**src/design/positional_list_store_defines.svh**
```systemverilog
// assertion macros for the positional list store
// used by the top level only, expects clk_i and rst_ni in scope
`ifndef POSITIONAL_LIST_STORE_DEFINES_SVH
`define POSITIONAL_LIST_STORE_DEFINES_SVH

// same-cycle implication, disabled during reset
`define PLS_ASSERT_IMP(label_, ante_, cons_, msg_) \
  label_: assert property (@(posedge clk_i) disable iff (!rst_ni) (ante_) |-> (cons_)) \
    else $error(msg_);

// next-cycle implication, disabled during reset
`define PLS_ASSERT_NXT(label_, ante_, cons_, msg_) \
  label_: assert property (@(posedge clk_i) disable iff (!rst_ni) (ante_) |=> (cons_)) \
    else $error(msg_);

`endif

```
**src/design/pls_pkg.sv**
```systemverilog
// shared types and constants of the positional list store
// no dependencies
package pls_pkg;

  localparam int DataW       = 32;
  localparam int PosW        = 6;
  localparam int CountW      = 6;
  localparam int DefCapacity = 32;

  localparam logic CMD_INSERT = 1'b0;
  localparam logic CMD_DELETE = 1'b1;

  typedef enum logic [1:0] {
    ST_OK     = 2'd0,
    ST_EMPTY  = 2'd1,
    ST_BADPOS = 2'd2,
    ST_FULL   = 2'd3
  } pls_status_e;

  // shift command broadcast to every cell
  typedef struct packed {
    logic ins;
    logic del;
  } pls_op_t;

endpackage

```
**src/design/pls_cell.sv**
```systemverilog
// one storage cell of the positional list store row
// depends on pls_pkg
module pls_cell #(
  parameter int IDX = 0,
  parameter int IW  = 5
) (
  input  logic                               clk_i,
  input  pls_pkg::pls_op_t                   op_i,
  input  logic [IW-1:0]                      pos_i,
  input  logic signed [pls_pkg::DataW-1:0]   value_i,
  input  logic signed [pls_pkg::DataW-1:0]   left_i,
  input  logic signed [pls_pkg::DataW-1:0]   right_i,
  output logic signed [pls_pkg::DataW-1:0]   data_o,
  output logic signed [pls_pkg::DataW-1:0]   tap_o
);
  import pls_pkg::*;

  logic signed [DataW-1:0] data_d, data_q;
  logic                    at_pos, past_pos;

  assign at_pos   = (IW'(IDX) == pos_i);
  assign past_pos = (IW'(IDX) >  pos_i);

  always_comb begin
    data_d = data_q;
    if (op_i.ins) begin
      if (past_pos) data_d = left_i;
      else if (at_pos) data_d = value_i;
    end else if (op_i.del) begin
      if (past_pos || at_pos) data_d = right_i;
    end
  end

  always_ff @(posedge clk_i) begin
    data_q <= data_d;
  end

  assign data_o = data_q;
  // only the addressed cell drives its value onto the removal bus
  assign tap_o  = at_pos ? data_q : '0;

endmodule

```
**src/design/pls_ctrl.sv**
```systemverilog
// command decode, fill count and result registers of the positional list store
// depends on pls_pkg
module pls_ctrl #(
  parameter int CAPACITY = pls_pkg::DefCapacity
) (
  input  logic                                clk_i,
  input  logic                                rst_ni,
  input  logic                                accept_i,
  input  logic                                cmd_i,
  input  logic [pls_pkg::PosW-1:0]            position_i,
  input  logic signed [pls_pkg::DataW-1:0]    value_i,
  input  logic signed [pls_pkg::DataW-1:0]    removed_i,
  output pls_pkg::pls_op_t                    op_o,
  output logic [$clog2(CAPACITY)-1:0]         pos_o,
  output logic                                done_o,
  output logic [1:0]                          status_o,
  output logic signed [pls_pkg::DataW-1:0]    item_value_o,
  output logic [pls_pkg::CountW-1:0]          count_o
);
  import pls_pkg::*;

  localparam int CW   = $clog2(CAPACITY + 1);
  localparam int IW   = $clog2(CAPACITY);
  localparam int CMPW = (CW > PosW) ? CW : PosW;

  logic [CW-1:0]          fc_d, fc_q;
  logic [CMPW-1:0]        pos_ext, fc_ext;
  logic                   full;
  pls_status_e            status_d;
  logic signed [DataW-1:0] value_d;
  pls_op_t                op;
  logic                   done_q;
  logic [1:0]             status_q;
  logic signed [DataW-1:0] value_q;
  logic [CountW-1:0]      count_q;

  assign pos_ext = CMPW'(position_i);
  assign fc_ext  = CMPW'(fc_q);
  assign full    = (fc_q == CW'(CAPACITY));

  always_comb begin
    status_d = ST_OK;
    value_d  = value_i;
    fc_d     = fc_q;
    op       = '0;
    if (cmd_i == CMD_INSERT) begin
      if (pos_ext > fc_ext) begin
        status_d = ST_BADPOS;
        value_d  = '0;
      end else if (full) begin
        status_d = ST_FULL;
        value_d  = '0;
      end else begin
        op.ins = accept_i;
        fc_d   = fc_q + CW'(1);
      end
    end else begin
      if (fc_q == '0) begin
        status_d = ST_EMPTY;
        value_d  = '0;
      end else if (pos_ext >= fc_ext) begin
        status_d = ST_BADPOS;
        value_d  = '0;
      end else begin
        op.del  = accept_i;
        value_d = removed_i;
        fc_d    = fc_q - CW'(1);
      end
    end
  end

  always_ff @(posedge clk_i or negedge rst_ni) begin
    if (!rst_ni) begin
      fc_q   <= '0;
      done_q <= 1'b0;
    end else begin
      done_q <= accept_i;
      if (accept_i) fc_q <= fc_d;
    end
  end

  always_ff @(posedge clk_i) begin
    if (accept_i) begin
      status_q <= status_d;
      value_q  <= value_d;
      count_q  <= CountW'(fc_d);
    end
  end

  assign op_o         = op;
  assign pos_o        = pos_ext[IW-1:0];
  assign done_o       = done_q;
  assign status_o     = status_q;
  assign item_value_o = value_q;
  assign count_o      = count_q;

endmodule

```
**src/design/positional_list_store.sv**
```systemverilog
// Ordered store of up to CAPACITY signed 32-bit values held in a row of cells.
// An item is taken whenever start is high (busy stays low), one item per clock.
// Its result appears on the result ports, marked by done_o, in the cycle right
// after it was taken; the receiver cannot stall, so every result must be
// captured in that cycle. An insert or delete shifts the cells from the given
// position onward, at the clock edge that takes the item.
// Errors (empty, bad position, full) leave the contents and count unchanged.
// Depends on pls_pkg, pls_ctrl, pls_cell and positional_list_store_defines.svh.
`include "positional_list_store_defines.svh"

module positional_list_store #(
  parameter int CAPACITY = pls_pkg::DefCapacity
) (
  input  logic                              clk_i,
  input  logic                              rst_ni,
  input  logic                              start,
  output logic                              busy,
  input  logic                              cmd_i,
  input  logic [pls_pkg::PosW-1:0]          position_i,
  input  logic signed [pls_pkg::DataW-1:0]  value_i,
  output logic                              done_o,
  output logic [1:0]                        status_o,
  output logic signed [pls_pkg::DataW-1:0]  item_value_o,
  output logic [pls_pkg::CountW-1:0]        count_o
);
  import pls_pkg::*;

  localparam int IW = $clog2(CAPACITY);

  logic                    accept;
  pls_op_t                 op;
  logic [IW-1:0]           pos;
  logic signed [DataW-1:0] data [CAPACITY];
  logic signed [DataW-1:0] taps [CAPACITY];
  logic signed [DataW-1:0] removed;

  assign busy   = 1'b0;
  assign accept = start && !busy;

  pls_ctrl #(
    .CAPACITY (CAPACITY)
  ) u_ctrl (
    .clk_i        (clk_i),
    .rst_ni       (rst_ni),
    .accept_i     (accept),
    .cmd_i        (cmd_i),
    .position_i   (position_i),
    .value_i      (value_i),
    .removed_i    (removed),
    .op_o         (op),
    .pos_o        (pos),
    .done_o       (done_o),
    .status_o     (status_o),
    .item_value_o (item_value_o),
    .count_o      (count_o)
  );

  for (genvar g = 0; g < CAPACITY; g++) begin : g_cell
    logic signed [DataW-1:0] left, right;
    if (g == 0) begin : g_first
      assign left = '0;
    end else begin : g_mid
      assign left = data[g-1];
    end
    if (g == CAPACITY - 1) begin : g_last
      assign right = '0;
    end else begin : g_inner
      assign right = data[g+1];
    end

    pls_cell #(
      .IDX (g),
      .IW  (IW)
    ) u_cell (
      .clk_i   (clk_i),
      .op_i    (op),
      .pos_i   (pos),
      .value_i (value_i),
      .left_i  (left),
      .right_i (right),
      .data_o  (data[g]),
      .tap_o   (taps[g])
    );
  end

  // at most one cell taps, so an or over the row picks the removed value
  always_comb begin
    removed = '0;
    for (int i = 0; i < CAPACITY; i++) begin
      removed = removed | taps[i];
    end
  end

  `PLS_ASSERT_NXT(a_result_follows, accept, done_o, "item taken without a result next cycle")
  `PLS_ASSERT_IMP(a_error_zero, done_o && (status_o != ST_OK), item_value_o == '0, "error result carries a value")
  `PLS_ASSERT_IMP(a_full_count, done_o && (status_o == ST_FULL), count_o == CountW'(CAPACITY), "full status with count below capacity")
  `PLS_ASSERT_IMP(a_empty_count, done_o && (status_o == ST_EMPTY), count_o == '0, "empty status with nonzero count")

endmodule
```
**config.mk**
```make
export PLATFORM = sky130hd
export DESIGN_NAME = positional_list_store
export DESIGN_NICKNAME = d
export VERILOG_FILES = /design/src/design/pls_pkg.sv /design/src/design/pls_cell.sv /design/src/design/pls_ctrl.sv /design/src/design/positional_list_store.sv
export VERILOG_INCLUDE_DIRS = /design/src /design/src/design
export SDC_FILE = /design/constraint.sdc
export NUM_CORES = 2
export LEC_CHECK = 0
export ABC_CLOCK_PERIOD_IN_PS = 27600
export BUFFER_PORTS_ARGS = -buffer_cell sky130_fd_sc_hd__buf_4
export CAP_MARGIN = 10
export CORE_ASPECT_RATIO = 1.75
export CORE_MARGIN = 2
export CORE_UTILIZATION = 60
export DETAILED_ROUTE_END_ITERATION = 6
export GPL_ROUTABILITY_DRIVEN = 1
export PLACE_DENSITY = 0.77
export SLEW_MARGIN = 5
export SYNTH_ARGS = -nofsm -noshare
export SYNTH_HDL_FRONTEND = slang
export SYNTH_HIERARCHICAL = 1
export SYNTH_SLANG_ARGS = --single-unit
```
**constraint.sdc**
```tcl
create_clock -name clk_i -period 27.6 [get_ports clk_i]
set_clock_uncertainty 0.05 [all_clocks]
set_input_delay 1.38 -clock clk_i [delete_from_list [all_inputs] [get_ports clk_i]]
set_output_delay 1.38 -clock clk_i [all_outputs]
set_load 0.01 [all_outputs]
```
* After elaboration in Yosys (flattened, before gate mapping)
Index checks and enable logic that the tools add are counted.
** Word-level totals
- Bits in registers :: 1071
- Input port bits :: 42
- Output and inout bits :: 42
- Word-level logic and storage cells :: 480
** Operators by class
- Add/sub/neg operators :: 2
- $lt $le $gt $ge :: 34
- Equality and inequality tests :: 64
- Mux-type cells :: 213
- Bitwise operators :: 31
- Reduce and logical (&&, ||, !) cells :: 99
** Operators by type and width (count)
- two-way mux 32 bit :: 197
- bitwise OR 32 bit :: 31
- AND reduction 3 bit :: 32
- != test 3 x 1 -> 1 bit (second input constant) :: 31
- == test 5 bit (first input constant) :: 16
- > comparator 5 bit (first input constant) :: 16
- nonzero test 2 bit :: 33
- == test 4 x 5 -> 1 bit (first input constant) :: 8
- > comparator 4 x 5 -> 1 bit (first input constant) :: 8
- logical OR 1 bit :: 32
- two-way mux 6 bit :: 5
- == test 3 x 5 -> 1 bit (first input constant) :: 4
- > comparator 3 x 5 -> 1 bit (first input constant) :: 4
- == test 2 x 5 -> 1 bit (first input constant) :: 2
- > comparator 1 x 5 -> 1 bit (first input constant) :: 2
- > comparator 2 x 5 -> 1 bit (first input constant) :: 2
- two-way mux 2 bit :: 5
- adder 6 x 1 -> 6 bit (second input constant) :: 1
- == test 6 bit (second input constant) :: 1
- greater-or-equal comparator 6 bit :: 1
- > comparator 6 bit :: 1
- logical NOT 6 bit :: 1
- two-way mux 1 bit :: 6
- subtractor 6 x 1 -> 6 bit (second input constant) :: 1
- 3 further kinds :: 3

* Logic depth before layout (Yosys ltp)
- Depth in word-level cells :: 36
- Mapped depth :: 13
- Gate-level depth less buffers :: 9

* By module
The synthesis kept the hierarchy.
** Modules (own cells, without submodules)
- pls_ctrl :: instances 1, cells each 208, area an instance 2607.5 µm², sequential area each 1376.3 µm²
- positional_list_store :: instances 1, cells each 354, area an instance 2413.6 µm², sequential area each 0.0 µm²
- pls_cell at g_cell[24].u_cell :: instances 1, cells each 256, area an instance 2399.8 µm², sequential area each 960.9 µm²
- pls_cell at g_cell[4].u_cell :: instances 1, cells each 229, area an instance 2368.5 µm², sequential area each 960.9 µm²
- pls_cell at g_cell[8].u_cell :: instances 1, cells each 256, area an instance 2356.0 µm², sequential area each 960.9 µm²
- pls_cell at g_cell[31].u_cell :: instances 1, cells each 223, area an instance 2290.9 µm², sequential area each 960.9 µm²
- pls_cell at g_cell[11].u_cell :: instances 1, cells each 224, area an instance 2277.2 µm², sequential area each 960.9 µm²
- pls_cell at g_cell[9].u_cell :: instances 1, cells each 221, area an instance 2114.5 µm², sequential area each 960.9 µm²
- pls_cell at g_cell[21].u_cell :: instances 1, cells each 227, area an instance 2105.8 µm², sequential area each 960.9 µm²
- pls_cell at g_cell[13].u_cell :: instances 1, cells each 221, area an instance 2104.5 µm², sequential area each 960.9 µm²
- pls_cell at g_cell[1].u_cell :: instances 1, cells each 222, area an instance 2070.7 µm², sequential area each 960.9 µm²
- pls_cell at g_cell[27].u_cell :: instances 1, cells each 226, area an instance 2050.7 µm², sequential area each 960.9 µm²
- pls_cell at g_cell[23].u_cell :: instances 1, cells each 222, area an instance 2043.2 µm², sequential area each 960.9 µm²
- pls_cell at g_cell[19].u_cell :: instances 1, cells each 222, area an instance 1994.4 µm², sequential area each 960.9 µm²
- +20 rows

* Worst setup path before layout
Ideal clock, no wire load.
- Path kind :: input port to flip-flop
- Start point :: in position_i[0] in the netlist's numbering
- End point :: reg g_cell[4].u_cell.data_q[0], enable pin
- Library setup time :: 0.595 ns
- Arrival :: 9.798 ns
- Required time :: 26.955 ns
- Setup slack :: 17.157 ns
- Stages on the path :: 8
- Path buffers :: 1
- Path through :: inv_1 > ha_1 > and2_1 > buf_2 > o31a_4 > nor4_1 > nor2_1 > a2111oi_0
** RTL lines
- start, declared :: line positional_list_store.sv:19 : input logic [pls_pkg::PosW-1:0] position_i,
- end signal, assigned :: line pls_cell.sv:35 : data_q <= data_d;
- end, declared :: line pls_cell.sv:18 : logic signed [DataW-1:0] data_d, data_q;

==> results.yml <==
synthesis:
  syn_inst: 7256
  yosys.area.top_type: "edfxtp_1"
  ys_ff_latch: 1071
  avgSynthCellArea_sq_um: 9.482
  synth-edff-count: 1064
  ys.flop_type: "edfxtp_1"
  muxShareOfSynthArea_pct: 2.953
  synth_common_cells: "1064 x edfxtp_1, 896 x nor2_1, 818 x nand2_1"
  synth_area_sq_um: 68800
  ys_seq_area_share_pct: 46.69
  ys_top_cells_by_area: "edfxtp_1 46%, and2_1 7.0%, a31oi_1 6.5%"
  synth_compound_area_share_pct: 15.98
  synth-async-reset-ratio_pct: 0.6536
  synth_top_family_by_area: "simple AND/OR/NAND/NOR gates"
  synth_xor_area_share_pct: 0.02546
  yosysTopAreaCellShare_pct: 46.44
  yosysWarnings: 6
  yosys.area_share.adder_pct: 0.1455
  ys_types: 124
  yosysMostFrequentCell: "edfxtp_1"
  synth_simple_gate_area_share_pct: 27.89
floorplanning:
  rows: 164
  core_area_sq_um: 113900
  die_w_um: 260.0
  die_h_um: 452.0
  initial_core_util_pct: 60.42
  die_area_sq_um: 117500
  pin_count: 84
placed_design:
  gp_congestion: 0.9256
  portBuffers: 82
  hpwl_mm: 145.2
  dp.cells: 8346
  placed_area_sq_um: 69050
worst_setup_path:
  end_kind: "register"
  crit_type: "in -> reg"
  cpMaxStageDelayCell: "buf_4"
  critPathMostFrequentCell: "buf_12"
  regToRegEndpoint: "g_cell[31].u_cell/data_o[11]"
  crit_arrival_ps: 10100
  rrSetupSlack_ps: 18360
  cp.required_ps: 28030
  r2r-start: "u_ctrl/fc_ext[5]"
  path_max_fanout: 267
  r2r_cells: 15
  max_stage_delay_ps: 940
  startpoint_type: "input port"
  worstPathCellList: "buf_8, ha_1, and4_2, nand2_2, a2111oi_4, buf_4, and2_4, buf_12, buf_12, buf_12, buf_4, buf_12, buf_4, o21ai_0, o22a_1"
cts:
  cts_tree: "built"
  clock_latency_ps: 750
  ctsHoldBuffers: 0
  cts.sinks: 1071
  clockBufferDepth: 3
  cts-resized-gates: 0
  cts_setup_buffers: 0
  cts.clk_slew.worst_paths_ps: 60
  cts_buffers: 101
  cts_root_buf: "clkbuf_16"
  cts_htree_levels: 3
finish:
  syn_to_final_growth_pct: 5.034
  layout-drive-gt1-share_pct: 11.34
  final_cell_area_sq_um: 72270
  fillCellCount: 9299
  multi_input_area_sq_um: 32810
  stdcell_count: 8533
  regArea_sq_um: 32130
  fin_nets: 7006
  final_util_pct: 63.46
run:
  cap_violations: 0
sta:
  drv_slew: 0
  rsz0062_at_grt: "no"
  worstMarginPinSlew_ps: 1243
  fmax_ghz: 0.1034
  period_share_pct: 35.04
  final.min_clock_period_ps: 9670
  maxSlewHeadroom_pct: 16.80
  hold_viol_final: 0
  tns_ps: 0
  setup_viol: 0
  holdWs_ps: 413.2
drt:
  wl_mm: 226.6
  route.detailed.drc: 0
  ant_nets: 0
  vias: 59840
  detail_route.first_pass.iterations: 7
  post_drt_wl_per_cell_um: 26.56
  first_iter_violations: 9417
  viasPerCell: 7.012
global_routing:
  grt_pass1_wl_mm: 341.9
  grt_pass1_vias: 56840
  grt_start_max_net_pins: 268
  grt_antenna_before_repair: 4
  track_usage_pct: 37.58
  overflow: 0
pwr:
  swShare_pct: 32.99
  p_comb_share_pct: 23.8
  seqPwrFrac_pct: 47.1
  irDropWorstVdd_uv: 47.75
  power_switching_mw: 1.612
  total_leakage_power_nw: 25.76
  p_int_mw: 3.274
  power-per-cell-area_nw_per_um2: 67.61
  clockPowerShare_pct: 29.1
status:
  status: "finished, final reports clean"
hold_path:
  hp-class: "in -> async"
-- layer usage --
layer / wire length, um / GRT usage [%] / part of all wire, %
met1: 79960 / 46.66 / 35
met3: 24580 / 6.088 / 11
met5: 13 / 0 / 0.0057
met2: 108000 / 61.50 / 48
met4: 14110 / 22.61 / 6.2
-- worst max-delay path: cells and delay by family --
family	cells	cell delay (ps)
AO/OA/AOI/OAI	3	790
adder cells (fa/ha/maj)	1	300
AND/OR/NAND/NOR	3	1190
buffers and inverters	8	5750
-- sequential cells by signal (all words and copies together) (netlist names) --
name	flops
g_cell.u_cell/data_o	1024
u_ctrl/count_o	6
u_ctrl/done_o	1
u_ctrl/fc_ext	6
u_ctrl/item_value_o	32
u_ctrl/status_o	2
-- how the worst max path moves through the flow --
stage          slack, ps           from  cells past startpoint                      endpoint
6_report           17930  position_i[4]                     15  g_cell[31].u_cell/data_o[11]
5_1_grt            17480  position_i[1]                     15  g_cell[31].u_cell/data_o[17]
4_1_cts            18340  position_i[4]                     15  g_cell[31].u_cell/data_o[11]
3_5_place_dp       17580  position_i[4]                     15  g_cell[31].u_cell/data_o[11]
3_3_place_gp       17740  position_i[4]                     15  g_cell[31].u_cell/data_o[17]
2_1_floorplan      17160  position_i[0]                      8    g_cell[4].u_cell/data_o[0]
-- power by group through the flow --
stage | logic [mW] | clock network [mW] | registers, mW
after floorplan | 0.820 | 0 | 2.26
after global placement | 1.09 | 0 | 2.32
after detailed placement | 1.13 | 0 | 2.32
after CTS | 1.13 | 1.43 | 2.29
after global routing | 1.25 | 1.48 | 2.32
final | 1.16 | 1.42 | 2.30
-- cell usage in the layout (no fill, tap or decap), types with 19 or more instances in the layout --
cell / instances
o22a_1: 34
o211ai_1: 33
and2_1: 769
and3_1: 93
nor2b_1: 32
nand3_1: 168
o311ai_1: 30
mux2i_1: 167
nor3_2: 58
nand2_1: 817
o221ai_1: 35
nor3b_2: 59
or3b_1: 32
conb_1: 33
mux2_2: 32
a21boi_2: 28
clkinv_2: 19
nand4_1: 131
edfxtp_1: 1064
nor4_2: 35
o21ai_1: 102
nand3b_1: 96
clkbuf_1: 19
clkinv_1: 23
a31oi_1: 708
o221ai_2: 30
clkbuf_16: 104
or2_1: 33
nor4_1: 225
nor2_1: 890
a221o_1: 31
o21ai_0: 247
and2_2: 32
a22o_1: 33
a21oi_1: 168
a21bo_2: 32
inv_1: 144
buf_4: 200
-- kinds of logic after synthesis --
logic type,after synthesis
xor gates and xnor gates,2
DFF,1071
adders and majority gates,8
muxes,199
AOI/OAI and AO/OA,1618
other,1
and+or+nand+nor,3564
buffers and inverters,793
-- layout make-up --
| class | count | area share, % |
|---|---|---|
| Multi-Input combinational cell | 5424 | 45.40 |
| Sequential cell | 1071 | 44.45 |
| Clock buffer | 123 | 3.700 |
| Tap cell | 1494 | 2.587 |
| Timing Repair Buffer | 212 | 2.375 |
| Inverter | 146 | 0.7583 |
| Clock inverter | 61 | 0.7185 |
| Antenna cell | 2 | 0.006925 |
-- metrics by stage --
step                power [mW]  worst slack (ps)
finish                   4.886             17930
global route             5.050             17480
CTS                      4.852             18340
detailed placement       3.451             17580
global placement         3.408             17740
floorplan                3.084             17160
No activity file was read; power rests on OpenSTA's default activity.
